[src/hdl/msqsd_pkg.sv]
// ----------------------------------------------------------------------------
// msqsd_pkg
// Shared types and codes of the media send queue with selective drop.
// ----------------------------------------------------------------------------
package msqsd_pkg;

  // input function codes
  localparam logic [2:0] FUNC_VIDEO    = 3'd0;
  localparam logic [2:0] FUNC_AUDIO    = 3'd1;
  localparam logic [2:0] FUNC_CRITICAL = 3'd2;
  localparam logic [2:0] FUNC_DEQUEUE  = 3'd3;
  localparam logic [2:0] FUNC_PLAY     = 3'd4;

  // result outcome codes
  localparam logic [2:0] OUT_QUEUED  = 3'd0;
  localparam logic [2:0] OUT_DROPPED = 3'd1;
  localparam logic [2:0] OUT_GATED   = 3'd2;
  localparam logic [2:0] OUT_FULL    = 3'd3;
  localparam logic [2:0] OUT_DEQUEUE = 3'd4;
  localparam logic [2:0] OUT_EMPTY   = 3'd5;
  localparam logic [2:0] OUT_PLAY    = 3'd6;

  // entry class bits
  localparam logic [1:0] CLASS_AUDIO = 2'b00;
  localparam logic [1:0] CLASS_VIDEO = 2'b01;
  localparam int unsigned CLASS_KEY_BIT = 1;

  // back end operations
  localparam logic [1:0] OP_PASS = 2'd0;
  localparam logic [1:0] OP_ENQ  = 2'd1;
  localparam logic [1:0] OP_DEQ  = 2'd2;

  localparam logic [23:0] BYTE_LIMIT_RESET = 24'd1048576;

  // classified command from front to back
  typedef struct packed {
    logic [1:0]  op;
    logic [2:0]  outc;
    logic [23:0] bytes;
    logic [1:0]  cls;
    logic [31:0] ts;
  } cmd_t;

endpackage

[src/hdl/msqsd_front.sv]
// ----------------------------------------------------------------------------
// msqsd_front
// Accepts items, applies the play gate and timestamp rebase, and emits one
// classified command per beat.
// ----------------------------------------------------------------------------
module msqsd_front
  import msqsd_pkg::*;
(
  input  logic        clk,
  input  logic        rst_n,
  input  logic        in_valid,
  output logic        in_ready,
  input  logic [2:0]  in_func,
  input  logic [23:0] in_pkt_bytes,
  input  logic        in_is_key,
  input  logic        in_is_video,
  input  logic [31:0] in_timestamp,
  input  logic        q_full,
  output logic        q_push,
  output cmd_t        q_cmd
);

  logic        playing_r, playing_nxt;
  logic        waiting_r, waiting_nxt;
  logic [31:0] base_r, base_nxt;
  logic        base_ok_r, base_ok_nxt;

  assign in_ready = !q_full;
  assign q_push   = in_valid && !q_full;

  // classify and rebase
  always_comb begin
    logic [31:0] b;
    logic        bv;
    playing_nxt = playing_r;
    waiting_nxt = waiting_r;
    base_nxt    = base_r;
    base_ok_nxt = base_ok_r;
    b           = base_r;
    bv          = base_ok_r;
    q_cmd.op    = OP_PASS;
    q_cmd.outc  = OUT_GATED;
    q_cmd.bytes = in_pkt_bytes;
    q_cmd.cls   = CLASS_AUDIO;
    q_cmd.ts    = '0;
    unique case (in_func)
      FUNC_VIDEO: begin
        if (playing_r && (!waiting_r || in_is_key)) begin
          if (waiting_r) begin
            waiting_nxt = 1'b0;
            b           = in_timestamp;
            bv          = 1'b1;
          end
          if (!bv) begin
            b  = in_timestamp;
            bv = 1'b1;
          end
          base_nxt    = b;
          base_ok_nxt = bv;
          q_cmd.op    = OP_ENQ;
          q_cmd.cls   = {in_is_key, 1'b1};
          q_cmd.ts    = (in_timestamp >= b) ? in_timestamp - b : '0;
        end
      end
      FUNC_AUDIO: begin
        if (playing_r && !waiting_r) begin
          if (!bv) begin
            b  = in_timestamp;
            bv = 1'b1;
          end
          base_nxt    = b;
          base_ok_nxt = bv;
          q_cmd.op    = OP_ENQ;
          q_cmd.cls   = CLASS_AUDIO;
          q_cmd.ts    = (in_timestamp >= b) ? in_timestamp - b : '0;
        end
      end
      FUNC_CRITICAL: begin
        q_cmd.op  = OP_ENQ;
        q_cmd.cls = {1'b1, in_is_video};
        q_cmd.ts  = in_timestamp;
      end
      FUNC_DEQUEUE: begin
        q_cmd.op = OP_DEQ;
      end
      FUNC_PLAY: begin
        playing_nxt = 1'b1;
        waiting_nxt = 1'b1;
        q_cmd.outc  = OUT_PLAY;
      end
      default: begin
        q_cmd.outc = OUT_GATED;
      end
    endcase
  end

  // gate state
  always_ff @(posedge clk) begin
    if (!rst_n) begin
      playing_r <= 1'b0;
      waiting_r <= 1'b0;
      base_r    <= '0;
      base_ok_r <= 1'b0;
    end else if (q_push) begin
      playing_r <= playing_nxt;
      waiting_r <= waiting_nxt;
      base_r    <= base_nxt;
      base_ok_r <= base_ok_nxt;
    end
  end

endmodule

[config.mk]
export PLATFORM = sky130hd
export DESIGN_NAME = msqsd_front
export DESIGN_NICKNAME = d
export VERILOG_FILES = /design/src/hdl/msqsd_pkg.sv /design/src/hdl/msqsd_front.sv
export SDC_FILE = /design/constraint.sdc
export NUM_CORES = 1
export LEC_CHECK = 0
export BUFFER_PORTS_ARGS = -buffer_cell sky130_fd_sc_hd__buf_2
export CAP_MARGIN = 20
export CELL_PAD_IN_SITES_DETAIL_PLACEMENT = 1
export CELL_PAD_IN_SITES_GLOBAL_PLACEMENT = 2
export CORE_MARGIN = 1.5
export CORE_UTILIZATION = 32
export CTS_CLUSTER_DIAMETER = 40
export CTS_CLUSTER_SIZE = 8
export DETAILED_ROUTE_END_ITERATION = 10
export PLACE_DENSITY_LB_ADDON = 0.2
export SETUP_SLACK_MARGIN = 0.15
export SLEW_MARGIN = 20
export SYNTH_ARGS = -nofsm -noshare
export SYNTH_HDL_FRONTEND = slang
export SYNTH_SLANG_ARGS = --single-unit
[constraint.sdc]
create_clock -name clk -period 5.4 [get_ports clk]
set_input_delay 0.54 -clock clk [delete_from_list [all_inputs] [get_ports clk]]
set_output_delay 0.54 -clock clk [all_outputs]
set_load 0.05 [all_outputs]
Word level (Yosys, flattened, before mapping)
Cells that the tools add are included.
{"block": "op_classes", "eq_ne": 6, "muxes": 27, "n_reduce_logical": 12, "n_lt_le_gt_ge": 2, "n_addsub": 2}
{"op": "32-bit two-way mux", "n": 12}
{"op": "34-bit one-hot mux with 3 select lines", "n": 1}
{"op": "32-bit >= comparator", "n": 2}
{"op": "32-bit one-hot mux with 2 select lines", "n": 1}
{"op": "32-bit subtractor", "n": 2}
{"op": "34-bit two-way mux", "n": 1}
{"op": "1-bit two-way mux", "n": 8}
{"op": "2-bit one-hot mux with 4 select lines", "n": 1}
{"op": "3-bit by 2-bit equality test with 1-bit output (second input constant)", "n": 2}
{"op": "2-bit != test (second input constant)", "n": 2}
{"op": "1-bit one-hot mux with 2 select lines", "n": 2}
{"op": "4-bit AND reduction", "n": 1}
{"op": "2-bit nonzero test", "n": 2}
{"op": "3-bit by 1-bit equality test with 1-bit output (second input constant)", "n": 1}
{"op": "3-bit equality test (second input constant)", "n": 1}
{"op": "1-bit logical AND", "n": 3}
{"op": "3-bit zero test", "n": 1}
{"op": "3-bit two-way mux", "n": 1}
{"op": "3-bit AND reduction", "n": 1}
{"op": "1-bit zero test", "n": 2}
{"op": "2-bit AND reduction", "n": 1}
{"op": "1-bit logical OR", "n": 1}
{"block": "totals", "output_inout_bits": 65, "ff_bits": 35, "input_bits": 65}

Depth between registers and ports, before layout
{"block": "depth", "word_depth": 12, "mapped_depth": 18}

Worst setup path after synthesis
Ideal clock, no wire load.
{"block": "synth_timing", "path_type": "register -> output", "from": "register base_ok_r", "to": "output port q_cmd[25] (netlist bit)", "path_stages_with_launch": 16, "slack_ps": 306, "t_required_ps": 4860, "arrival_time_ps": 4554, "n_path_buf": 3, "path_cell_list": "dfxtp_1 clkbuf_1 nand2b_1 clkbuf_1 buf_1 mux2i_1 ha_1 nor2b_1 o2111ai_1 nand4b_1 a31o_2 a211o_1 a31o_2 a31oi_1 xor2_1 o21ai_0"}
{"item": "from (decl)", "line": "msqsd_front.sv:26", "rtl": "logic base_ok_r, base_ok_nxt;"}
{"item": "from (signal assigned)", "line": "msqsd_front.sv:108", "rtl": "base_ok_r <= base_ok_nxt;"}
{"item": "to (decl)", "line": "msqsd_front.sv:20", "rtl": "output cmd_t q_cmd"}

==> results.ini <==
[die]
core_area_sq_um = 20200
io_pins = 130
start_util_pct = 32.5
row_count = 52
die_area_sq_um = 21300
die_y_um = 146
die_w_um = 146

[timing]
worst_pin_slew_ns = 0.929
slew_headroom_pct = 38.1
finalSetupTns_ns = 0
hold_violations = 0
hold_ws_ns = 0.482
finalSetupViolCount = 0
fin_crit_sh_pct = 92.1
max_clock_freq_mhz = 201
skew_ns = 0.00664
rsz0062_at_grt = false
report.final.slew_viol_count = 0
fin_crit_ns = 4.97

[clocking]
cts_buffers = 5
insertion_delay_ns = 0.30
root_buffer = clkbuf_16
cts_hold_buf = 0
clk_pin_slew_ns = 0.06
ctsHtreeMaxLevel = 2
clkSinkCount = 35
post_cts_buffers = 0
cts_tree = built
cts_buffer_depth = 2

[critical_path]
worstSetupPathType = reg2out
crit_slowest_cell = a21oi_1
max_stage_delay_ns = 0.45
cp_max_fo = 6
r2r_cells = 6
rr_endpoint = base_r[3]$_SDFFE_PN0P_
crit_path_end_kind = output port
crit_path_cell_trace = nand2b_2 -> mux2i_1 -> ha_1 -> nor2b_1 -> o2111ai_1 -> nand4b_1 -> a31o_2 -> a211o_1 -> a21oi_1 -> a21oi_1 -> xnor2_1 -> o221ai_1 -> buf_2
regToRegStartpoint = playing_r$_SDFFE_PN0P_
crit_top_cell = a21oi_1
reg2reg_slack_ns = 3.14
critical_path_buf_inv_count = 1
crit_required_ns = 4.86
cp_top_family = compound AO/OA/AOI/OAI gates
critPathLaunchType = register
crit_arrival_ns = 4.43

[pwr]
leakage_nw = 3.33
ir_drop_v = 0.000120
power_per_cell_area_nw_per_um2 = 168

[synth]
yosysMostFrequentCell = nand2_1
synth-seq-cells = 35
yosysSeqAreaShare_pct = 10.7
synth_fp_nets = 1029
synthesis.area_sq_um = 6550
synth-edff-count = 0
synth_cell_type_count = 73
synth_area_leader_cell = ha_1
synth.top_cell.area_share_pct = 12.6
synthArstFlopShare_pct = 0
yosys_warnings = 0
synth_top_cells_by_count = nand2_1 (136), ha_1 (66), mux2i_1 (65), a21oi_1 (62), nand3_1 (48)
netlist_instances = 896
synth_area_per_cell_sq_um = 7.31
ys.flop_type = dfxtp_1
ys_top_cells_by_area = ha_1 (13%), dfxtp_1 (11%), mux2i_1 (9.9%)

[cells_and_area]
areaGrowthSynthToFinish_pct = 10.1
nNetsFinal = 1061
antenna_cells = 0
finalNonFillerCells = 1199
nFillCells = 2554
drive_above_1_share_pct = 14.0

[placed_design]
dp_hpwl_um = 18800
io_buffers = 79
dp.cells = 1191
place_congestion = 0.867

[detailed_routing]
vias = 6663
post_drt_wl_per_cell_um = 20.0
viasPerCell = 5.56
drt_iter0_markers = 363
drt-total-wl_um = 24000
post-route-drc-count = 0
drtAntennaViolNets = 0
firstDrtPassIters = 7

[global_route]
grt_pass1_vias = 6763
grt_pass1_wl_um = 38200
grt_overflow = 0
grt_max_degree = 36
grt_usage_pct = 22.5
antenna_found_initial = 0

[status]
outcome = finished clean

[worst_hold_path]
hold-path-cell-count = 2
hp-start = base_r[10]$_SDFFE_PN0P_
min_path_type = reg2reg
min_to = base_r[10]$_SDFFE_PN0P_

[job]
maxCapViolCount = 0

[worst max-delay path by stage]
stage / startpoint / to / slack (ns) / depth (start not counted)
6_report: waiting_r$_SDFFE_PN0P_ / q_cmd[31] / 0.43 / 13
5_1_grt: base_ok_r$_SDFFE_PN0P_ / q_cmd[1] / 0.15 / 16
2_1_floorplan: base_ok_r$_SDFFE_PN0P_ / q_cmd[25] / 0.31 / 15
4_1_cts: base_ok_r$_SDFFE_PN0P_ / q_cmd[1] / 0.31 / 16
3_5_place_dp: in_timestamp[0] / q_cmd[1] / 0.63 / 16
3_3_place_gp: in_timestamp[0] / q_cmd[1] / 0.65 / 16
[cell type report]
| class | instances | area [sq um] | area share [%] |
|---|---|---|---|
| well taps | 270 | 338 | 4.68 |
| repair buffers | 94 | 512 | 7.09 |
| inverters | 24 | 90.1 | 1.25 |
| clock buffers | 8 | 156 | 2.17 |
| flip-flops and latches | 35 | 702 | 9.73 |
| multi-input cells | 768 | 5420 | 75.1 |
[power breakdown]
group          internal [mW]  switching (mW)
Combinational          0.232           0.385
Sequential             0.259        0.000638
Clock                  0.197           0.135
Total                  0.688           0.521
[worst min-delay path, cell delays in order, from the launching register on]
cell and delay, ns:
dfxtp_1 0.32, nand2_1 0.05, a21boi_0 0.06
[metal layers]
| layer | vias to the layer above | GRT usage [%] | share of wire [%] |
|---|---|---|---|
| met4 | 0 | 3.74 | 0.75 |
| li1 | 3329 | - | - |
| met1 | 3198 | 32.8 | 51 |
| met5 | - | 0 | 0 |
| met3 | 11 | 2.28 | 3.5 |
| met2 | 125 | 36.2 | 45 |
[layout by cell type, fill, tap and decap left out, types with 14 or more instances in the layout]
cell / n
xor2_1: 27
nor2_1: 33
a21boi_0: 34
o21ai_0: 33
ha_1: 66
buf_2: 79
xnor2_1: 27
nand3_1: 48
nand2_1: 136
mux2i_1: 65
a21oi_1: 62
a21o_1: 34
nor2b_1: 17
inv_1: 24
buf_4: 14
dfxtp_1: 34
[registers in the layout, indices dropped and copies added, names as in the netlist]
register,count
base_ok_r,1
playing_r,1
base_r,32
waiting_r,1
[repair_timing]
action	in CTS	in global routing
endpoints found under the setup margin	0	20
hold endpoints to repair	0	0
gates resized for setup	0	5
[metrics by stage]
stage	utilization, %	setup WS [ns]	total power, mW	cell area, sq um
6_report	35.8	0.429	1.21	7210
5_1_grt	35.8	0.154	1.29	7210
3_3_place_gp	34.9	0.650	0.879	7040
2_1_floorplan	-	0.306	0.755	6550
3_5_place_dp	34.9	0.633	0.876	7040
4_1_cts	35.7	0.309	1.21	7190
[cells by family after synthesis]
kind of cell / count (synthesis) / synth area share, %
multiplexers: 68 / 10.4
AND/OR/NAND/NOR: 308 / 22.6
adder cells (fa/ha/maj): 68 / 13.2
other: 2 / 0.115
flip-flops: 35 / 10.7
buffers and inverters: 93 / 7.18
AO/OA/AOI/OAI: 268 / 28.5
XOR/XNOR: 54 / 7.22
No activity file was read; power rests on OpenSTA's default activity.
