File: src/hdl/msqsd_pkg.sv
// ----------------------------------------------------------------------------
// msqsd_pkg
// Shared types and codes of the media send queue with selective drop.
// ----------------------------------------------------------------------------
package msqsd_pkg;

  // input function codes
  localparam logic [2:0] FUNC_VIDEO    = 3'd0;
  localparam logic [2:0] FUNC_AUDIO    = 3'd1;
  localparam logic [2:0] FUNC_CRITICAL = 3'd2;
  localparam logic [2:0] FUNC_DEQUEUE  = 3'd3;
  localparam logic [2:0] FUNC_PLAY     = 3'd4;

  // result outcome codes
  localparam logic [2:0] OUT_QUEUED  = 3'd0;
  localparam logic [2:0] OUT_DROPPED = 3'd1;
  localparam logic [2:0] OUT_GATED   = 3'd2;
  localparam logic [2:0] OUT_FULL    = 3'd3;
  localparam logic [2:0] OUT_DEQUEUE = 3'd4;
  localparam logic [2:0] OUT_EMPTY   = 3'd5;
  localparam logic [2:0] OUT_PLAY    = 3'd6;

  // entry class bits
  localparam logic [1:0] CLASS_AUDIO = 2'b00;
  localparam logic [1:0] CLASS_VIDEO = 2'b01;
  localparam int unsigned CLASS_KEY_BIT = 1;

  // back end operations
  localparam logic [1:0] OP_PASS = 2'd0;
  localparam logic [1:0] OP_ENQ  = 2'd1;
  localparam logic [1:0] OP_DEQ  = 2'd2;

  localparam logic [23:0] BYTE_LIMIT_RESET = 24'd1048576;

  // classified command from front to back
  typedef struct packed {
    logic [1:0]  op;
    logic [2:0]  outc;
    logic [23:0] bytes;
    logic [1:0]  cls;
    logic [31:0] ts;
  } cmd_t;

endpackage

File: src/hdl/msqsd_cmdq.sv
// ----------------------------------------------------------------------------
// msqsd_cmdq
// Two-entry command queue between front and back.
// ----------------------------------------------------------------------------
module msqsd_cmdq
  import msqsd_pkg::*;
(
  input  logic clk,
  input  logic rst_n,
  input  logic push,
  input  cmd_t push_cmd,
  output logic full,
  output logic nempty,
  input  logic pop,
  output cmd_t head_cmd
);

  cmd_t       slot_r [2];
  logic [1:0] cnt_r;

  assign full     = (cnt_r == 2'd2);
  assign nempty   = (cnt_r != 2'd0);
  assign head_cmd = slot_r[0];

  // occupancy
  always_ff @(posedge clk) begin
    if (!rst_n) begin
      cnt_r <= 2'd0;
    end else begin
      cnt_r <= cnt_r + {1'b0, push} - {1'b0, pop};
    end
  end

  // slots, shift on pop
  always_ff @(posedge clk) begin
    if (pop) begin
      if (push && cnt_r == 2'd1) begin
        slot_r[0] <= push_cmd;
      end else begin
        slot_r[0] <= slot_r[1];
        if (push) slot_r[1] <= push_cmd;
      end
    end else if (push) begin
      if (cnt_r == 2'd0) slot_r[0] <= push_cmd;
      else slot_r[1] <= push_cmd;
    end
  end

  a_no_overflow: assert property (@(posedge clk) disable iff (!rst_n)
    full |-> !push) else $error("command queue overflow");
  a_no_underflow: assert property (@(posedge clk) disable iff (!rst_n)
    pop |-> nempty) else $error("command queue underflow");
  a_cnt_range: assert property (@(posedge clk) disable iff (!rst_n)
    cnt_r != 2'd3) else $error("command queue count out of range");

endmodule

File: config.mk
export PLATFORM = sky130hd
export DESIGN_NAME = msqsd_cmdq
export DESIGN_NICKNAME = d
export VERILOG_FILES = /design/src/hdl/msqsd_pkg.sv /design/src/hdl/msqsd_cmdq.sv
export SDC_FILE = /design/constraint.sdc
export NUM_CORES = 1
export LEC_CHECK = 0
export BUFFER_PORTS_ARGS = -buffer_cell sky130_fd_sc_hd__clkbuf_2
export CAP_MARGIN = 25
export CORE_UTILIZATION = 60
export DETAILED_ROUTE_END_ITERATION = 16
export PLACE_DENSITY_LB_ADDON = 0.05
export SKIP_CTS_REPAIR_TIMING = 1
export SYNTH_ARGS = -nofsm -noshare
export SYNTH_HDL_FRONTEND = slang
export SYNTH_SLANG_ARGS = --single-unit
File: constraint.sdc
create_clock -name clk -period 8.1 [get_ports clk]
set_clock_uncertainty 0.05 [all_clocks]
set_input_delay 0.81 -clock clk [delete_from_list [all_inputs] [get_ports clk]]
set_output_delay 0.81 -clock clk [all_outputs]
set_load 0.02 [all_outputs]
Word level (Yosys, flattened, before mapping):

Memories as Yosys holds them, arrays and structs flattened.
Index checks and enable logic that the tools add are counted.

* memories: 1
* register bits: 2
* word-level logic and storage cells: 33
* RAM bits: 126
* output and inout port bits: 65
* bits of input ports: 67

Memories
* slot_r: depth 2, width 63, rd ports 2, clocked after Yosys merged registers in 0, wr ports 2, RTL line msqsd_cmdq.sv:18 `cmd_t slot_r [2];`

* reductions and logical operators: 3
* $add $sub $neg: 2
* bitwise logic cells: 3
* equal/unequal tests: 2
* mux-type cells: 21

Operators with widths (count)
* $mux W63: 3
* $mux W1: 18
* $or A1 B1 Y1: 3
* $add A2 B1 Y2: 1
* $eq A2 B1 Y1 const B: 1
* $eq A2 B2 Y1 const B: 1
* $logic_not A2 Y1: 1
* $reduce_bool A2 Y1: 1
* $sub A2 B1 Y2: 1
* $logic_and A1 B1 Y1: 1

Longest topological paths before layout:

Gate-level depths: netlist of run 1.

* depth after elaboration: 7
* gate-level depth with buffers: 8
* depth with buffers taken out: 6

Worst setup path after synthesis of run 1:

No wires, ideal clock.

* path kind: input to register
* start point: input port pop
* end point: memory slot_r[0][100] (netlist bit) (enable)
* arrival: 2.753 ns
* stages on the path: 4
* buffers on the path: 2
* path slack: 4.872 ns
* setup time: 0.426 ns
* data required time: 7.624 ns
* path through: buf_2 -> buf_2 -> xor2_1 -> o21a_1

RTL lines
* from (decl): RTL line msqsd_cmdq.sv:14 `input logic pop,`
* to (decl): RTL line msqsd_cmdq.sv:18

==> metrics.txt, run 1 <==
status=complete, no violations; Num CTS Buffers=17; drt drc=0; Final min period=3076 ps; crit start category=register; layout cells sized above 1=41.39%; wire length after detailed routing=12360 um; crit-path max cell delay=810 ps; nets=619; fmax=0.3251 GHz; sequential share of the synthesized area=57.78%; P per Cell Area=265.7 nW/um^2; CP Max Fanout=54; Die W=107.0 um; worst hold path type=input pin to register; Placer Congestion=0.6855; via count=3992; routed wl met2=5998 um; Avg Inst Size Synth=13.26 um^2; placeable core area=10510 um^2; hold slack=446.9 ps; commonest non-fill, non-tap cells in the layout=clkbuf_2 (130), edfxtp_1 (126), nand2_1 (63), nand2b_1 (63), nand4b_1 (63); Worst-path clk slew=60 ps; RSZ-0062 raised after global routing=no; routed length on met3=687 um; CTS H-tree lvls=4; Max-slew headroom=37.00%; area grow syn2layout=11.08%; largest net degree at the start of global routing=130; setup_tns=0 ps; Initial DRC Count=220; clock buffer depth=2; Crit. End Element=register; global-route wire length before repair=20100 um; CTS tree=yes; # IOs=132; Yosys cell types=23; Avg WL per Cell=17.68 um; Via density=5.711; Fin. Hold Viols=0; Die ar.=11450 um^2; Mapped Nets=568; initial antenna violation count=0; WS Path Type=register to register; critical-path cell list=buf_4 -> and3b_4 -> buf_4 -> o211ai_1; total of max-cap violations=0; Pleak=0.002856 uW; Worst Path Required=8280 ps; FF+latch count, synth=128; Starting Density=62.97%; period utilisation layout=37.97%; synthesized area=6618 um^2; Synth warnings=0; die span in y=107.0 um; number of port buffers=131; Total Routing Usage GR=23.22%; Antenna Nets Post-Route=0; DR pass1 iterations=4; post-detail-place hpwl=6909 um; endpoints failing setup=0; # clock sinks=128; top sig layer=met4; vias in the first global route=4016; row cnt=37; VDD IR max=0.0001385 V; Crit path top cell by count=buf_4; most common cell after layout, fill and taps aside=clkbuf_2; # diodes=0; clock latency on the worst-skew pair=520 ps; max-slew violations=0; grt ovf=0; Crit-path slowest cell=dfxtp_2; WP data arrival=3250 ps; Mapped Cells=499; WL met1=5502 um; CTS root buffer=clkbuf_8; worst-margin pin slew=945.0 ps
[worst max-delay path: cells and delay by family (launching register included)]
kind,cells,cell delay [ps]
buffers and inverters,2,1230
AND/OR/NAND/NOR,1,400
flip-flops,1,810
AO/OA/AOI/OAI,1,200
[layout make-up]
cell class / count / area [um^2]
Sequential cell: 128 / 3826
Inverter: 3 / 11.26
Clock inverter: 15 / 122.6
Clock buffer: 17 / 414.1
Multi-Input combinational cell: 263 / 2071
Tap cell: 136 / 170.2
Timing Repair Buffer: 137 / 735.7
Fill cell: 773 / 3158
[synth_stat cells]
| cell type | instances | area [um^2] |
|---|---|---|
| nand2_1 | 63 | 236.5 |
| nor2_1 | 1 | 3.750 |
| buf_4 | 64 | 480.5 |
| and2_1 | 1 | 6.260 |
| xnor3_1 | 1 | 22.52 |
| ha_1 | 2 | 25.02 |
| o211ai_2 | 60 | 750.7 |
| buf_1 | 4 | 15.01 |
| dfxtp_1 | 2 | 40.04 |
| buf_6 | 1 | 11.26 |
| nand4b_1 | 63 | 551.8 |
| a21o_1 | 1 | 7.510 |
| edfxtp_1 | 126 | 3784 |
| and3b_1 | 1 | 8.760 |
| o21a_1 | 1 | 7.510 |
| buf_2 | 12 | 60.06 |
| clkbuf_1 | 18 | 67.56 |
| nand2b_1 | 63 | 394.1 |
| inv_1 | 3 | 11.26 |
| o211ai_1 | 3 | 22.52 |
| buf_8 | 6 | 90.09 |
| nor2b_1 | 2 | 12.51 |
| xor2_1 | 1 | 8.760 |
[through the flow]
step                power (uW)  util [%]  setup slack [ps]  cell area, um^2  cells
global placement          1276     64.39              4805             6766    665
global route              2034     69.95              4866             7351    699
CTS                       1968     69.69              5044             7323    698
finish                    1953     69.95              5024             7351    699
floorplan                 1231         -              4872             6618    499
detailed placement        1286     64.58              4789             6787    666
[sequential cells by signal, summed over array words and instances (netlist names)]
register,flops
slot_r,126
cnt_r,2
[worst paths after layout]
kind,slack [ps],to,cells after the start,from
hold reg to reg,550,slot_r[0][8],2,slot_r[0][71]
setup reg to reg,5020,slot_r[0][0],4,cnt_r[0]
setup / recovery,5020,slot_r[0][0],4,cnt_r[0]
hold / removal,450,slot_r[0][80],1,push_cmd[17]
[cell families (layout without fill, tap and decap cells)]
logic type | after synthesis | after routing | synth area share [%]
buf+inv | 108 | 172 | 11.12
compound gates | 65 | 65 | 11.91
flops | 128 | 128 | 57.78
fa+ha+maj | 2 | 2 | 0.3781
xor+xnor | 2 | 2 | 0.4727
simple gates | 194 | 194 | 18.34
[layer usage]
layer / global-route usage (%) / vias to the layer above
li1: - / 1901
met1: 31.18 / 1941
met2: 36.13 / 132
met3: 5.653 / 18
met4: 9.980 / 0
met5: 0 / -
[power breakdown]
group / internal, uW / switching [uW]
clock network: 402 / 282
logic: 139 / 231
registers: 852 / 47.0
total: 1390 / 560
Note: power is estimated with default switching activity, not from simulation.
==> run 2: changes to the inputs <==
--- a/config.mk
+++ b/config.mk
@@ -7,7 +7,7 @@
 export LEC_CHECK = 0
 export BUFFER_PORTS_ARGS = -buffer_cell sky130_fd_sc_hd__clkbuf_2
 export CAP_MARGIN = 25
-export CORE_UTILIZATION = 60
+export CORE_UTILIZATION = 56
 export DETAILED_ROUTE_END_ITERATION = 16
 export PLACE_DENSITY_LB_ADDON = 0.05
 export SKIP_CTS_REPAIR_TIMING = 1
==> constraint.sdc (replaced) <==
create_clock -name clk -period 3.2 [get_ports clk]
set_clock_uncertainty 0.05 [all_clocks]
set_input_delay 0.32 -clock clk [delete_from_list [all_inputs] [get_ports clk]]
set_output_delay 0.32 -clock clk [all_outputs]
set_load 0.02 [all_outputs]
==> run 2 against run 1 <==
Against the previous run: sequential share of layout area shrank 0.35 points; first-iteration DRC count is 0.45% higher; total power rose to 2.6 times the previous value; final area grew 0.68%; highest routed layer unchanged.
==> metrics.txt, run 2 (synthesis gave the netlist of run 1 again) <==
WS Path Type=register to register; max-slew violations=0; final non-filler cell area=7401 um^2; routed length on met3=685 um; vias in the first global route=3765; placed inst area=6825 um^2; Net Sw Power=1383 uW; Crit. End Element=register; initial antenna violation count=0; clock latency on the worst-skew pair=410 ps; Worst Path Required=3190 ps; Die W=110.7 um; nets=622; WP data arrival=2310 ps; Initial DRC Count=221; # clock sinks=128; Avg WL per Cell=17.51 um; row cnt=39; WL met1=5524 um; VDD IR max=0.0004248 V; DR pass1 iterations=4; Die ar.=12260 um^2; routed wl met2=6113 um; P per Cell Area=688.1 nW/um^2; Max-slew headroom=45.25%; grt ovf=0; # diodes=0; period utilisation layout=72.44%; setup_tns=0 ps; layout cells sized above 1=41.17%; drt drc=0; area grow syn2layout=11.84%; Fin. Hold Viols=0; CP Max Fanout=44; Via density=5.583; max reg flops=126; most common cell after layout, fill and taps aside=clkbuf_2; crit-path max cell delay=580 ps; top sig layer=met4; CTS H-tree lvls=4; placeable core area=11470 um^2; CTS tree=yes; Int Pwr=3710 uW; Worst-path clk slew=50 ps; crit start category=register; number of port buffers=131; fmax=0.4314 GHz; Total Routing Usage GR=20.96%; Crit-path slowest cell=buf_4; final core utilization=64.54%; critical-path cell list=nor2_1 -> a21o_2 -> buf_4; endpoints failing setup=0; Gate power share=18.3%; Filler cells=897; Antenna Nets Post-Route=0; clock power share=37.0%; Num CTS Buffers=17; hold slack=67.51 ps; power share of the sequential group=44.7%; RSZ-0062 raised after global routing=no; total of max-cap violations=0; Starting Density=57.71%; die span in y=110.7 um; via count=3958; worst hold path type=input pin to register; Regs by FF count=slot_r x126, cnt_r x2; commonest non-fill, non-tap cells in the layout=clkbuf_2 (130), edfxtp_1 (126), nand2_1 (63), nand2b_1 (63), nand4b_1 (63); global-route wire length before repair=19730 um; post-detail-place hpwl=7401 um; Placer Congestion=0.7294; wire length after detailed routing=12420 um; Pleak=0.002903 uW; CTS root buffer=clkbuf_16; status=complete, no violations; Reg with most FFs=slot_r; Final Total Pwr=5093 uW; Final min period=2318 ps; clock buffer depth=2; # IOs=132; largest net degree at the start of global routing=97; worst-margin pin slew=821.3 ps; switch share=27.15%
==> run 2: cell count changes in the layout (fill, tap and decap cells not counted), sizes merged <==
cell	before	now
clkinvlp	8	2
clkinv	6	10
buf	7	10
bufinv	1	3
==> run 2: worst paths after layout <==
path / endpoint / from / slack [ps] / cells past startpoint
worst min register to register: slot_r[0][31] / slot_r[0][94] / 550 / 2
worst min-delay path: slot_r[0][105] / push_cmd[42] / 70 / 1
worst max register to register: slot_r[0][6] / cnt_r[1] / 880 / 3
worst max-delay path: slot_r[0][6] / cnt_r[1] / 880 / 3
==> run 2: routing by layer <==
metal | GRT usage [%] | vias to the layer above
met2 | 33.50 | 104
met5 | 0 | -
met3 | 6.670 | 7
li1 | - | 1906
met1 | 26.59 | 1941
met4 | 8.267 | 0
==> run 2: through the flow <==
stage | setup slack [ps] | std cells
finish | 881.8 | 709
global route | 695.1 | 709
CTS | 840.2 | 709
detailed placement | 847.5 | 677
global placement | 872.3 | 677
floorplan | 461.8 | 499
==> run 2: cell type report <==
class                      count  area, um^2  share of cell area, %
clock inverter                15       150.1                  2.029
clock buffer                  17       425.4                  5.748
multi-input combinational    263        2071                  27.98
sequential                   128        3826                  51.70
inverter                       3       11.26                 0.1522
timing repair buffer         140       738.2                  9.975
tap                          143       178.9                  2.418
==> run 2: power groups by stage <==
stage / registers (uW) / clock network [uW] / logic (uW)
after floorplan: 2240 / 0 / 875
after global placement: 2310 / 0 / 932
after detailed placement: 2310 / 0 / 952
after CTS: 2280 / 1920 / 951
after global routing: 2310 / 1980 / 1000
final: 2280 / 1880 / 932
==> run 2: critical path: cells and delay by family (launching register included) <==
kind	cells	cell delay, ps
AO/OA/AOI/OAI	1	540
buffers and inverters	1	580
flip-flops	1	530
AND/OR/NAND/NOR	1	220
==> run 3: changes to the inputs <==
==> constraint.sdc (replaced) <==
create_clock -name clk -period 2.3 [get_ports clk]
set_clock_uncertainty 0.05 [all_clocks]
set_input_delay 0.23 -clock clk [delete_from_list [all_inputs] [get_ports clk]]
set_output_delay 0.23 -clock clk [all_outputs]
set_load 0.02 [all_outputs]
==> run 3 against run 2 <==
Against the previous run: final area grew 7.6%; register-to-register slack lost 370 ps; combinational power grew 57%; via count grew 7.8%; core utilization grew 4.9 points; cell count grew 8.2%; die area is the same; flip-flop and latch count is the same.
==> metrics.txt, run 3 (synthesis gave the netlist of run 1 again) <==
status=complete, no violations; P per Cell Area=871.0 nW/um^2; CP Max Fanout=19; flop-to-flop setup slack=520 ps; largest net degree at the start of global routing=74; Reg with most FFs=slot_r; worst hold path type=input pin to register; CTS root buffer=clkbuf_16; Antenna Nets Post-Route=0; # IOs=132; Worst-path clk slew=50 ps; met3 usage=5.796%; # clock sinks=128; initial antenna violation count=0; Placer Congestion=0.7316; Die ar.=12260 um^2; GRT met1 Usage=28.18%; VDD IR max=0.0005888 V; WP data arrival=1500 ps; Via density=5.562; FF-to-FF path depth=2; nets=681; endpoints failing setup=0; vias in the first global route=4033; Regs by FF count=slot_r x126, cnt_r x2; global-route wire length before repair=20670 um; Pleak=0.003137 uW; grt ovf=0; Fin. Hold Viols=0; Initial DRC Count=280; layout cells sized above 1=37.02%; max-slew violations=0; total of max-cap violations=0; via count=4266; hold path cells=1; worst hold path startpoint=push_cmd[13]; RR Startpoint=cnt_r[1]; Avg WL per Cell=17.42 um; placeable core area=11470 um^2; Num CTS Buffers=17; drt drc=0; row cnt=39; RSZ-0062 raised after global routing=no; CTS tree=yes; DR pass1 iterations=4; crit start category=register; post-detail-place hpwl=7743 um; Worst Path Required=2020 ps; Final min period=1785 ps; worst-margin pin slew=828.6 ps; WS Path Type=register to primary output; clock latency on the worst-skew pair=410 ps; # diodes=0; max reg flops=126; Die W=110.7 um; Starting Density=57.71%; most common cell after layout, fill and taps aside=clkbuf_2; clock buffer depth=2; routing usage on met2=34.78%; die span in y=110.7 um; Total Routing Usage GR=21.83%; fmax=0.5603 GHz; hold slack=5.259 ps; area grow syn2layout=20.33%; commonest non-fill, non-tap cells in the layout=clkbuf_2 (130), edfxtp_1 (126), nand2_1 (63), nand2b_1 (63), nand4b_1 (63); FF-to-FF End=slot_r[0][34]; period utilisation layout=77.60%; CTS H-tree lvls=4; Max-slew headroom=44.76%; Crit. End Element=primary output; number of port buffers=131; Worst Hold End=slot_r[0][76]; setup_tns=0 ps; wire length after detailed routing=13360 um; Top Usage Layer GRT=met2
[run 3: cell types whose count changed in the layout (fill, tap and decap cells not counted), moves of 2 or more]
| cell | before | now |
|---|---|---|
| buf_12 | 1 | 4 |
| bufinv_16 | 3 | 1 |
| clkbuf_1 | 0 | 3 |
| clkinvlp_4 | 2 | 0 |
| dlygate4sd3_1 | 0 | 56 |
[run 3: cell type report]
cell class	count	area, um^2
fillers	827	3505
repair buffers	199	1359
well taps	143	178.9
flip-flops and latches	128	3826
multi-input cells	263	2077
clock inverters	11	73.82
clock buffers	20	436.7
inverters	3	11.26
[run 3: metrics by stage]
stage	setup WS, ps	power, uW	utilization, %	instances	area [um^2]
2_1_floorplan	284.2	4327	-	499	6620
3_3_place_gp	524.9	4541	60.10	680	6892
3_5_place_dp	499.8	4577	60.10	680	6892
4_1_cts	486.3	6926	64.55	711	7402
5_1_grt	397.7	7224	69.44	767	7963
6_report	515.3	6935	69.44	767	7963
[run 3: worst max path at each step]
stage	from	end	cells after the start
after floorplan	pop	slot_r[0][100]	4
after global placement	cnt_r[1]	slot_r[0][28]	2
after detailed placement	cnt_r[1]	slot_r[0][25]	2
after CTS	cnt_r[1]	slot_r[0][34]	2
after global routing	cnt_r[1]	slot_r[0][9]	2
final	cnt_r[0]	full	3
[run 3: layer usage]
metal	vias to the layer above	routed length, um
met2	157	6681
met5	-	0
met3	18	720
met4	0	271
met1	2067	5686
li1	2024	-
[run 3: critical path: stages (launching register included)]
cell and delay (ps):
dfxtp_2 540, buf_4 310, nor2b_1 80, clkbuf_2 160
[run 3: power breakdown]
| group | internal [uW] | total [uW] | switching, uW | leakage (uW) |
|---|---|---|---|---|
| sequential | 3000 | 3130 | 130 | 0.00125 |
| combinational | 580 | 1460 | 878 | 0.00163 |
| clock | 1450 | 2350 | 903 | 0.000255 |
| total | 5020 | 6940 | 1910 | 0.00314 |
